`src/sv/vtts_pkg.sv`:
```
package vtts_pkg;

  typedef enum logic [1:0] {
    CMD_SPAWN    = 2'd0,
    CMD_DISPATCH = 2'd1,
    CMD_REPORT   = 2'd2,
    CMD_NOP      = 2'd3
  } cmd_t;

  typedef enum logic [1:0] {
    OUT_RUN   = 2'd0,
    OUT_SLEEP = 2'd1,
    OUT_KILL  = 2'd2,
    OUT_RSVD  = 2'd3
  } outcome_t;

  typedef enum logic [1:0] {
    ST_OK    = 2'd0,
    ST_FULL  = 2'd1,
    ST_EMPTY = 2'd2,
    ST_RSVD  = 2'd3
  } status_t;

  typedef struct packed {
    logic [1:0]  command;
    logic [31:0] time_us;
    logic [7:0]  weight;
    logic [1:0]  outcome;
    logic [31:0] elapsed_us;
    logic [31:0] sleep_ms;
  } in_word_t;

  typedef struct packed {
    logic [1:0]  status;
    logic        head_valid;
    logic [3:0]  head_task;
    logic [3:0]  new_task;
    logic [63:0] now_wide;
  } out_word_t;

  localparam logic [9:0] MS_TO_US = 10'd1000;

  // Sequencer states.
  typedef enum logic [3:0] {
    S_IDLE,
    S_HEADRD,   // read head slot's time
    S_HEADWT,
    S_WKRD,     // read sleep head's wake time
    S_WKWT,
    S_MUL,
    S_RPT,
    S_BRD,      // bubble: read key of the entry after the moved one
    S_BWT,
    S_DONE
  } state_t;

endpackage

```
`src/sv/vtts_ram.sv`:
```
module vtts_ram #(
  parameter int Depth = 16,
  parameter int Width = 64
) (
  input  logic                     clk,
  input  logic                     we,
  input  logic [$clog2(Depth)-1:0] waddr,
  input  logic [Width-1:0]         wdata,
  input  logic [$clog2(Depth)-1:0] raddr,
  output logic [Width-1:0]         rdata
);

  logic [Width-1:0] mem [Depth];

  // One write port, one registered read port.
  always_ff @(posedge clk) begin
    if (we) begin
      mem[waddr] <= wdata;
    end
    rdata <= mem[raddr];
  end

endmodule

```
`src/sv/virtual_time_task_scheduler.sv`:
```
// Channel | Ports                        | Word
// in      | in_valid in_ready in_word    | one command word
// out     | out_valid out_ready out_word | one result word per command
// A spawn, no-op or empty report goes from the head read to the result; a kill
// updates and drops its slot; a dispatch wakes each due sleeper in turn; other
// reports update the entry and then bubble it, swapping while it is out of order.
// The block returns to idle as the result is raised, so the next command can
// be taken at the following edge; each slot memory has one read port.
// Reset (rst_n, synchronous) empties both lists and frees every slot.
// A result waits in the output register; the final state stalls only while
// that register still holds an untaken word.
module virtual_time_task_scheduler
  import vtts_pkg::*;
#(
  parameter int MAX_TASKS = 16
) (
  input  logic      clk,
  input  logic      rst_n,
  input  logic      in_valid,
  output logic      in_ready,
  input  in_word_t  in_word,
  output logic      out_valid,
  input  logic      out_ready,
  output out_word_t out_word
);

  localparam int SW = $clog2(MAX_TASKS);
  localparam int CW = $clog2(MAX_TASKS + 1);
  localparam logic [CW-1:0] FULL = CW'(MAX_TASKS);

  state_t state_r, state_nxt;

  in_word_t        cmd_r;
  logic [31:0]     last_raw_r, wrap_r;
  logic [63:0]     now_r;
  logic [CW-1:0]   run_cnt_r, sleep_cnt_r;
  logic [MAX_TASKS-1:0] used_r;
  logic [SW-1:0]   run_list_r [MAX_TASKS];
  logic [SW-1:0]   sleep_list_r [MAX_TASKS];
  logic [7:0]      weight_r [MAX_TASKS];
  logic [1:0]      status_r;
  logic [3:0]      new_task_r;
  logic            out_valid_r;
  out_word_t       out_word_r;
  logic [63:0]     hv_r;        // head virtual time at the start of a report
  logic [63:0]     key0_r;      // key of the entry being bubbled
  logic [SW-1:0]   idx_r;       // position of the bubbled entry
  logic            bsel_r;      // bubble on sleep list
  logic [SW-1:0]   slot_r;
  logic [39:0]     prod_r;
  logic [41:0]     slp_r;

  // Memories: virtual time and wake time, one write and one read port each.
  logic          vt_we, wt_we;
  logic [SW-1:0] vt_wa, wt_wa, vt_ra, wt_ra;
  logic [63:0]   vt_wd, wt_wd, vt_rd, wt_rd;

  vtts_ram #(.Depth(MAX_TASKS), .Width(64)) u_vt (
    .clk(clk), .we(vt_we), .waddr(vt_wa), .wdata(vt_wd), .raddr(vt_ra), .rdata(vt_rd));
  vtts_ram #(.Depth(MAX_TASKS), .Width(64)) u_wt (
    .clk(clk), .we(wt_we), .waddr(wt_wa), .wdata(wt_wd), .raddr(wt_ra), .rdata(wt_rd));

  // Lowest free slot.
  logic [SW-1:0] free_slot;
  logic          free_ok;
  always_comb begin
    free_slot = '0;
    free_ok   = 1'b0;
    for (int k = MAX_TASKS - 1; k >= 0; k--) begin
      if (!used_r[k]) begin
        free_slot = SW'(k);
        free_ok   = 1'b1;
      end
    end
  end

  // Time extension.
  logic [31:0] wrap_nxt;
  assign wrap_nxt = (in_word.time_us < last_raw_r) ? wrap_r + 32'd1 : wrap_r;

  // Values derived from the memory read data and the report registers.
  logic [63:0] head_vt, new_vt, wake_at;
  assign head_vt = (run_cnt_r != '0) ? vt_rd : '0;
  assign new_vt  = hv_r + {24'd0, prod_r};
  assign wake_at = now_r + {22'd0, slp_r};

  logic can_spawn, wake_due;
  assign can_spawn = free_ok && (run_cnt_r < FULL);
  assign wake_due  = (sleep_cnt_r != '0) && (wt_rd < now_r);

  // Bubble pass operands.
  logic [SW-1:0] idx1_s, bslot0, bslot1;
  assign idx1_s = idx_r + SW'(1);
  assign bslot0 = bsel_r ? sleep_list_r[idx_r] : run_list_r[idx_r];
  assign bslot1 = bsel_r ? sleep_list_r[idx1_s] : run_list_r[idx1_s];
  logic [CW-1:0] bcnt;
  assign bcnt = bsel_r ? sleep_cnt_r : run_cnt_r;
  logic bmore, bswap;
  assign bmore = (CW'(idx_r) + CW'(1)) < bcnt;
  logic [63:0] bkey1;
  assign bkey1 = bsel_r ? wt_rd : vt_rd;
  assign bswap = bkey1 < key0_r;

  // Next state and memory access control.
  always_comb begin
    state_nxt = state_r;
    vt_we = 1'b0; vt_wa = slot_r; vt_wd = new_vt;
    wt_we = 1'b0; wt_wa = slot_r; wt_wd = wake_at;
    vt_ra = run_list_r[0];
    wt_ra = sleep_list_r[0];
    unique case (state_r)
      S_IDLE:   if (in_valid) state_nxt = S_HEADRD;
      S_HEADRD: state_nxt = S_HEADWT;
      S_HEADWT: begin
        unique case (cmd_t'(cmd_r.command))
          CMD_SPAWN: begin
            state_nxt = S_DONE;
            if (can_spawn) begin
              vt_we = 1'b1; vt_wa = free_slot; vt_wd = head_vt;
            end
          end
          CMD_DISPATCH: state_nxt = S_WKRD;
          CMD_REPORT:   state_nxt = (run_cnt_r == '0) ? S_DONE : S_MUL;
          CMD_NOP:      state_nxt = S_DONE;
        endcase
      end
      S_WKRD:   state_nxt = S_WKWT;
      S_WKWT: begin
        // A woken slot takes the head's time and goes on the front of the run list without a bubble pass.
        if (wake_due) begin
          vt_we = 1'b1; vt_wa = sleep_list_r[0]; vt_wd = head_vt;
          state_nxt = S_WKRD;
        end else begin
          state_nxt = S_DONE;
        end
      end
      S_MUL:    state_nxt = S_RPT;
      S_RPT: begin
        vt_we = 1'b1;
        wt_we = (outcome_t'(cmd_r.outcome) == OUT_SLEEP);
        state_nxt = (outcome_t'(cmd_r.outcome) == OUT_KILL) ? S_DONE : S_BRD;
      end
      S_BRD: begin
        vt_ra = bslot1;
        wt_ra = bslot1;
        state_nxt = bmore ? S_BWT : S_DONE;
      end
      S_BWT:    state_nxt = bswap ? S_BRD : S_DONE;
      S_DONE:   if (!out_valid_r || out_ready) state_nxt = S_IDLE;
      default:  state_nxt = S_IDLE;
    endcase
  end

  assign in_ready  = (state_r == S_IDLE);
  assign out_valid = out_valid_r;
  assign out_word  = out_word_r;

  // State register.
  always_ff @(posedge clk) begin
    if (!rst_n) begin
      state_r <= S_IDLE;
    end else begin
      state_r <= state_nxt;
    end
  end

  // Sequencer datapath.
  always_ff @(posedge clk) begin
    if (!rst_n) begin
      last_raw_r  <= '0;
      wrap_r      <= '0;
      run_cnt_r   <= '0;
      sleep_cnt_r <= '0;
      used_r      <= '0;
      out_valid_r <= 1'b0;
    end else begin
      // Result register.
      if (state_r == S_DONE && (!out_valid_r || out_ready)) begin
        out_valid_r          <= 1'b1;
        out_word_r.status    <= status_r;
        out_word_r.head_valid <= (run_cnt_r != '0);
        out_word_r.head_task <= (run_cnt_r != '0) ? 4'(run_list_r[0]) : 4'd0;
        out_word_r.new_task  <= new_task_r;
        out_word_r.now_wide  <= now_r;
      end else if (out_ready) begin
        out_valid_r <= 1'b0;
      end
      unique case (state_r)
        S_IDLE: if (in_valid) begin
          cmd_r      <= in_word;
          wrap_r     <= wrap_nxt;
          last_raw_r <= in_word.time_us;
          now_r      <= {wrap_nxt, in_word.time_us};
          status_r   <= ST_OK;
          new_task_r <= '0;
        end
        S_HEADWT: begin
          hv_r   <= head_vt;
          slot_r <= run_list_r[0];
          unique case (cmd_t'(cmd_r.command))
            CMD_SPAWN: begin
              if (can_spawn) begin
                used_r[free_slot]   <= 1'b1;
                weight_r[free_slot] <= cmd_r.weight;
                new_task_r          <= 4'(free_slot);
                for (int k = MAX_TASKS - 1; k > 0; k--)
                  run_list_r[SW'(k)] <= run_list_r[SW'(k - 1)];
                run_list_r[0] <= free_slot;
                run_cnt_r     <= run_cnt_r + CW'(1);
              end else begin
                status_r <= ST_FULL;
              end
            end
            CMD_REPORT: if (run_cnt_r == '0) status_r <= ST_EMPTY;
            default: ;
          endcase
        end
        S_WKWT: if (wake_due) begin
          // Pop the sleep head and push it on the run list.
          for (int k = 0; k < MAX_TASKS - 1; k++)
            sleep_list_r[SW'(k)] <= sleep_list_r[SW'(k + 1)];
          sleep_cnt_r <= sleep_cnt_r - CW'(1);
          for (int k = MAX_TASKS - 1; k > 0; k--)
            run_list_r[SW'(k)] <= run_list_r[SW'(k - 1)];
          run_list_r[0] <= sleep_list_r[0];
          run_cnt_r     <= run_cnt_r + CW'(1);
        end
        S_MUL: begin
          prod_r <= 40'(cmd_r.elapsed_us) * 40'(weight_r[slot_r]);
          slp_r  <= 42'(cmd_r.sleep_ms) * 42'(MS_TO_US);
        end
        S_RPT: begin
          idx_r <= '0;
          unique case (outcome_t'(cmd_r.outcome))
            OUT_SLEEP: begin
              key0_r <= wake_at;
              bsel_r <= 1'b1;
              for (int k = 0; k < MAX_TASKS - 1; k++)
                run_list_r[SW'(k)] <= run_list_r[SW'(k + 1)];
              run_cnt_r <= run_cnt_r - CW'(1);
              for (int k = MAX_TASKS - 1; k > 0; k--)
                sleep_list_r[SW'(k)] <= sleep_list_r[SW'(k - 1)];
              sleep_list_r[0] <= slot_r;
              sleep_cnt_r     <= sleep_cnt_r + CW'(1);
            end
            OUT_KILL: begin
              for (int k = 0; k < MAX_TASKS - 1; k++)
                run_list_r[SW'(k)] <= run_list_r[SW'(k + 1)];
              run_cnt_r      <= run_cnt_r - CW'(1);
              used_r[slot_r] <= 1'b0;
            end
            OUT_RUN, OUT_RSVD: begin
              // Still running: bubble from the head.
              key0_r <= new_vt;
              bsel_r <= 1'b0;
            end
          endcase
        end
        S_BWT: if (bswap) begin
          if (bsel_r) begin
            sleep_list_r[idx_r]  <= bslot1;
            sleep_list_r[idx1_s] <= bslot0;
          end else begin
            run_list_r[idx_r]  <= bslot1;
            run_list_r[idx1_s] <= bslot0;
          end
          idx_r <= idx1_s;
        end
        default: ;
      endcase
    end
  end

`ifndef SYNTHESIS
  // The run and sleep lists together never hold more than the slot count.
  a_counts: assert property (@(posedge clk) disable iff (!rst_n)
    (32'(run_cnt_r) + 32'(sleep_cnt_r)) <= MAX_TASKS)
    else $error("list counts exceed slot count");
  // A waiting result word stays put until it is taken.
  a_hold: assert property (@(posedge clk) disable iff (!rst_n)
    out_valid_r && !out_ready |=> out_valid_r && $stable(out_word_r))
    else $error("result word changed while waiting");
  // A result word is raised only from the final state.
  a_done: assert property (@(posedge clk) disable iff (!rst_n)
    $rose(out_valid_r) |-> $past(state_r) == S_DONE)
    else $error("result raised outside final state");
  // Between commands the count of used slots equals the two list counts together.
  a_slots: assert property (@(posedge clk) disable iff (!rst_n)
    state_r == S_IDLE |-> $countones(used_r) == 32'(run_cnt_r) + 32'(sleep_cnt_r))
    else $error("used slots and list counts disagree");
`endif

endmodule
```
`config.mk`:
```
export PLATFORM = sky130hd
export DESIGN_NAME = virtual_time_task_scheduler
export DESIGN_NICKNAME = d
export VERILOG_FILES = /design/src/sv/vtts_pkg.sv /design/src/sv/vtts_ram.sv /design/src/sv/virtual_time_task_scheduler.sv
export SDC_FILE = /design/constraint.sdc
export NUM_CORES = 2
export LEC_CHECK = 0
export BUFFER_PORTS_ARGS = -buffer_cell sky130_fd_sc_hd__buf_4
export CORE_ASPECT_RATIO = 2
export CORE_MARGIN = 3
export CORE_UTILIZATION = 36
export CTS_BUF_LIST = sky130_fd_sc_hd__clkbuf_4 sky130_fd_sc_hd__clkbuf_8 sky130_fd_sc_hd__clkbuf_16
export CTS_CLUSTER_DIAMETER = 120
export DETAILED_ROUTE_END_ITERATION = 8
export GPL_ROUTABILITY_DRIVEN = 0
export PLACE_DENSITY = 0.63
export SLEW_MARGIN = 20
export SYNTH_ARGS = -nofsm -noshare
export SYNTH_HDL_FRONTEND = slang
export SYNTH_SLANG_ARGS = --single-unit
export TNS_END_PERCENT = 5
```
`constraint.sdc`:
```
create_clock -name clk -period 9.2 [get_ports clk]
set_input_delay 1.84 -clock clk [delete_from_list [all_inputs] [get_ports clk]]
set_output_delay 1.84 -clock clk [all_outputs]
set_load 0.005 [all_outputs]
```
==> reports/results.tsv <==
stage	metric	value	unit
detailed_routing	drt_iter0_markers	8528	
detailed_routing	drt_first_pass_iters	6	
critical_path	path_max_fanout	32	
critical_path	crit_top_cell	fa_1	
timing	rsz0062_at_grt	false	
yosys	syn_inst	11800	
detailed_routing	wl	450	mm
cts	root_buffer	clkbuf_16	
yosys	synth_area	0.142	mm2
timing	final_max_slew_viol_count	0	
yosys	synth_seq_cells	2972	
finish	drive_gt1_frac	0.107	
yosys	syn_avg_cell_area	12.1	um2
power_and_ir_drop	p_comb_frac	0.216	
power_and_ir_drop	seqPwrFrac	0.450	
worst_hold_path	hp-class	flop to flop	
power_and_ir_drop	power.switching	9.92	mW
placement	dp_hpwl	291	mm
cts	clk_path_buf_depth	4	
timing	fin_hold_ws	0.451	ns
critical_path	path_cells	buf_12, mux4_2, mux4_2, and2_1, fa_1, fa_1, fa_1, inv_1, fa_1, inv_1, ha_1, a211o_1, o311a_1, a221o_1, a31oi_1, o211ai_1, a311o_1, a31o_2, a21oi_1, xnor2_1	
placement	place_worst_setup_slack	1.27	ns
timing	slew_headroom	0.214	
finish	nets	12700	
worst_hold_path	worstHoldStart	new_task_r[0]	
power_and_ir_drop	intPower	24.6	mW
cts	clk_latency	0.96	ns
cts	h-tree-depth	5	
timing	period_needed	7.90	ns
critical_path	rr_worst_depth	20	
global_route	grt_overflow_total	0	
critical_path	cp.required	9.84	ns
detailed_routing	viasPerCell	5.57	
cts	clock-sinks	2972	
yosys	synth_common_cells	2741 x edfxtp_1, 2450 x nand2_1, 769 x a21oi_1	
timing	worst_clock_skew	0.0855	ns
run	cap_viol_max_count	0	
yosys	synth_nets	12600	
placement	port_buffers	188	
detailed_routing	drc_errors	0	
yosys	yosys_warnings	0	
critical_path	cpMaxStageDelayCell	mux4_2	
cts	hold_buffers	0	
global_route	grt_pass1_wl	649	mm
yosys	synth-edff-count	2741	
yosys	synth.area.top_cells	edfxtp_1 58%, nand2_1 6.5%, fa_1 4.3%	
critical_path	start_kind	flop	
timing	fin_crit_sh	0.859	
global_route	globalRouteMet1Util	0.229	
timing	fmax	127	MHz
cts	cts_setup_buffers	0	
worst_hold_path	min_to	out_word[64]	
timing	tns	0	ns
yosys	yosysMostFrequentCell	edfxtp_1	
yosys	synth_cell_type_count	77	
yosys	synthArstFlopShare	0	
yosys	netlist.area_leader.share	0.580	
finish	final_cell_area	0.159	mm2
cts	cts_inserted_buffers	270	
detailed_routing	ant_nets	0	
placement	placed_cell_area	0.150	mm2
global_route	grt_max_degree	183	
floorplanning	row_count	325	
power_and_ir_drop	ir_drop	0.212	mV
critical_path	r2r_end	prod_r[39]	
floorplanning	dieArea	0.402	mm2
yosys	yosys.area.top_type	edfxtp_1	
timing	worst_pin_slew	1.17	ns
critical_path	end_kind	flop	
global_route	use_met2	0.389	
yosys	seq_area_frac_synth	0.612	
floorplanning	die_y	894	um
power_and_ir_drop	clkPwrFrac	0.334	
critical_path	rrSetupSlack	1.30	ns
global_route	antenna_found_initial	18	
power_and_ir_drop	leakage	59.5	nW
floorplanning	core_area	0.392	mm2
global_route	grt_pass1_vias	97000	
cts	ctsResizeCount	0	
timing	finalSetupViolations	0	
worst_hold_path	holdPathStages	0	
critical_path	cp_slowest_stage_delay	0.79	ns
run_status	outcome	completed	
global_route	track_usage	0.217	
cts	clkTransAtPathRegs	0.07	ns
floorplanning	die_x	450	um
critical_path	crit_type	flop to flop	
finish	fillers	36600	
global_route	grt_busiest_layer	met2	
finish	multi_input_area	0.0509	mm2
global_route	met3_usage	0.0285	
finish	area_growth	12.1	%
power_and_ir_drop	power.density	217	mW/mm2
detailed_routing	num_vias	96300	
timing	hold_violations	0	
finish	utilization	0.406	
yosys	synthFlopType	edfxtp_1	
timing	setup_ws	1.30	ns
finish	seq_area	0.0869	mm2
floorplanning	initial_core_util	0.362	
floorplanning	io_pins	189	
power_and_ir_drop	switching_share	0.287	
critical_path	arrival	8.54	ns
detailed_routing	wl_per_cell	26.0	um
cts	cts_tree	built	
through the flow:
| step | power (mW) | std cells |
|---|---|---|
| final | 34.6 | 17300 |
| after global routing | 36.1 | 17300 |
| after CTS | 34.7 | 17300 |
| after detailed placement | 23.3 | 16800 |
| after global placement | 23.2 | 16800 |
| after floorplan | 21.1 | 11800 |
cell families (layout without fill, tap and decap cells):
family                     count (synthesis)  count (layout)  synth area share
DFF                                     2972            2972             0.612
adders and majority gates                704             704            0.0780
xor gates and xnor gates                 231             231            0.0143
buffers and inverters                   1195            1480            0.0334
AOI/OAI and AO/OA                       1808            1808            0.0800
and+or+nand+nor                         4309            4309             0.132
muxes                                    546             546            0.0499
other                                      0              11                 0
power by group through the flow:
stage	logic [mW]	clock network, mW	registers (mW)
floorplan	5.32	0	15.7
global placement	7.33	0	15.8
detailed placement	7.46	0	15.8
CTS	7.49	11.7	15.5
global route	8.37	12.2	15.5
finish	7.47	11.6	15.5
flip-flops by register name, indices dropped and copies added (netlist names), 75 cells and up, named ones only:
register,count
cmd_r,76
weight_r,128
u_vt.mem,1024
out_word,75
u_wt.mem,1024
worst max-delay path by stage:
stage,startpoint,cells after the start,endpoint
after detailed placement,flop,20,prod_r[39]
after CTS,flop,20,prod_r[39]
after global routing,flop,20,prod_r[29]
after global placement,flop,20,prod_r[39]
after floorplan,rst_n,4,cmd_r[0]
final,flop,20,prod_r[39]
worst max-delay path, delay by kind of cell, from the launching register on:
kind            cells  cell delay [ns]
simple gates        1             0.31
compound gates      8             2.66
xor+xnor            1             0.09
buf+inv             3             0.35
mux                 2             1.34
flops               1             0.34
fa+ha+maj           5             2.48
layout by cell type (no fill, tap or decap), drive strengths merged, types with 149 or more instances in the layout:
cell type / count
nand3: 436
dfxtp: 231
nand2: 2450
a21oi: 769
a31oi: 149
mux2i: 292
o21ai: 227
inv: 574
edfxtp: 2741
xnor2: 156
fa: 302
nor2: 643
buf: 441
and3: 179
clkbuf: 361
and2: 293
ha: 402
layer usage:
metal  wire length (um)  part of all wire  up-vias
met5                 37          0.000082        -
met4              41300             0.092        6
met3              26900             0.060     1359
met2             230000              0.51     3998
met1             152000              0.34    48600
li1                   -                 -    42300
final cells by class:
class / count / area share
Tap cell: 5232 / 0.0411
Clock inverter: 116 / 0.00690
Multi-Input combinational cell: 7598 / 0.320
Antenna cell: 11 / 0.000173
Inverter: 562 / 0.0133
Sequential cell: 2972 / 0.546
Clock buffer: 361 / 0.0484
Timing Repair Buffer: 441 / 0.0235
Note: power is estimated with default switching activity, not from simulation.
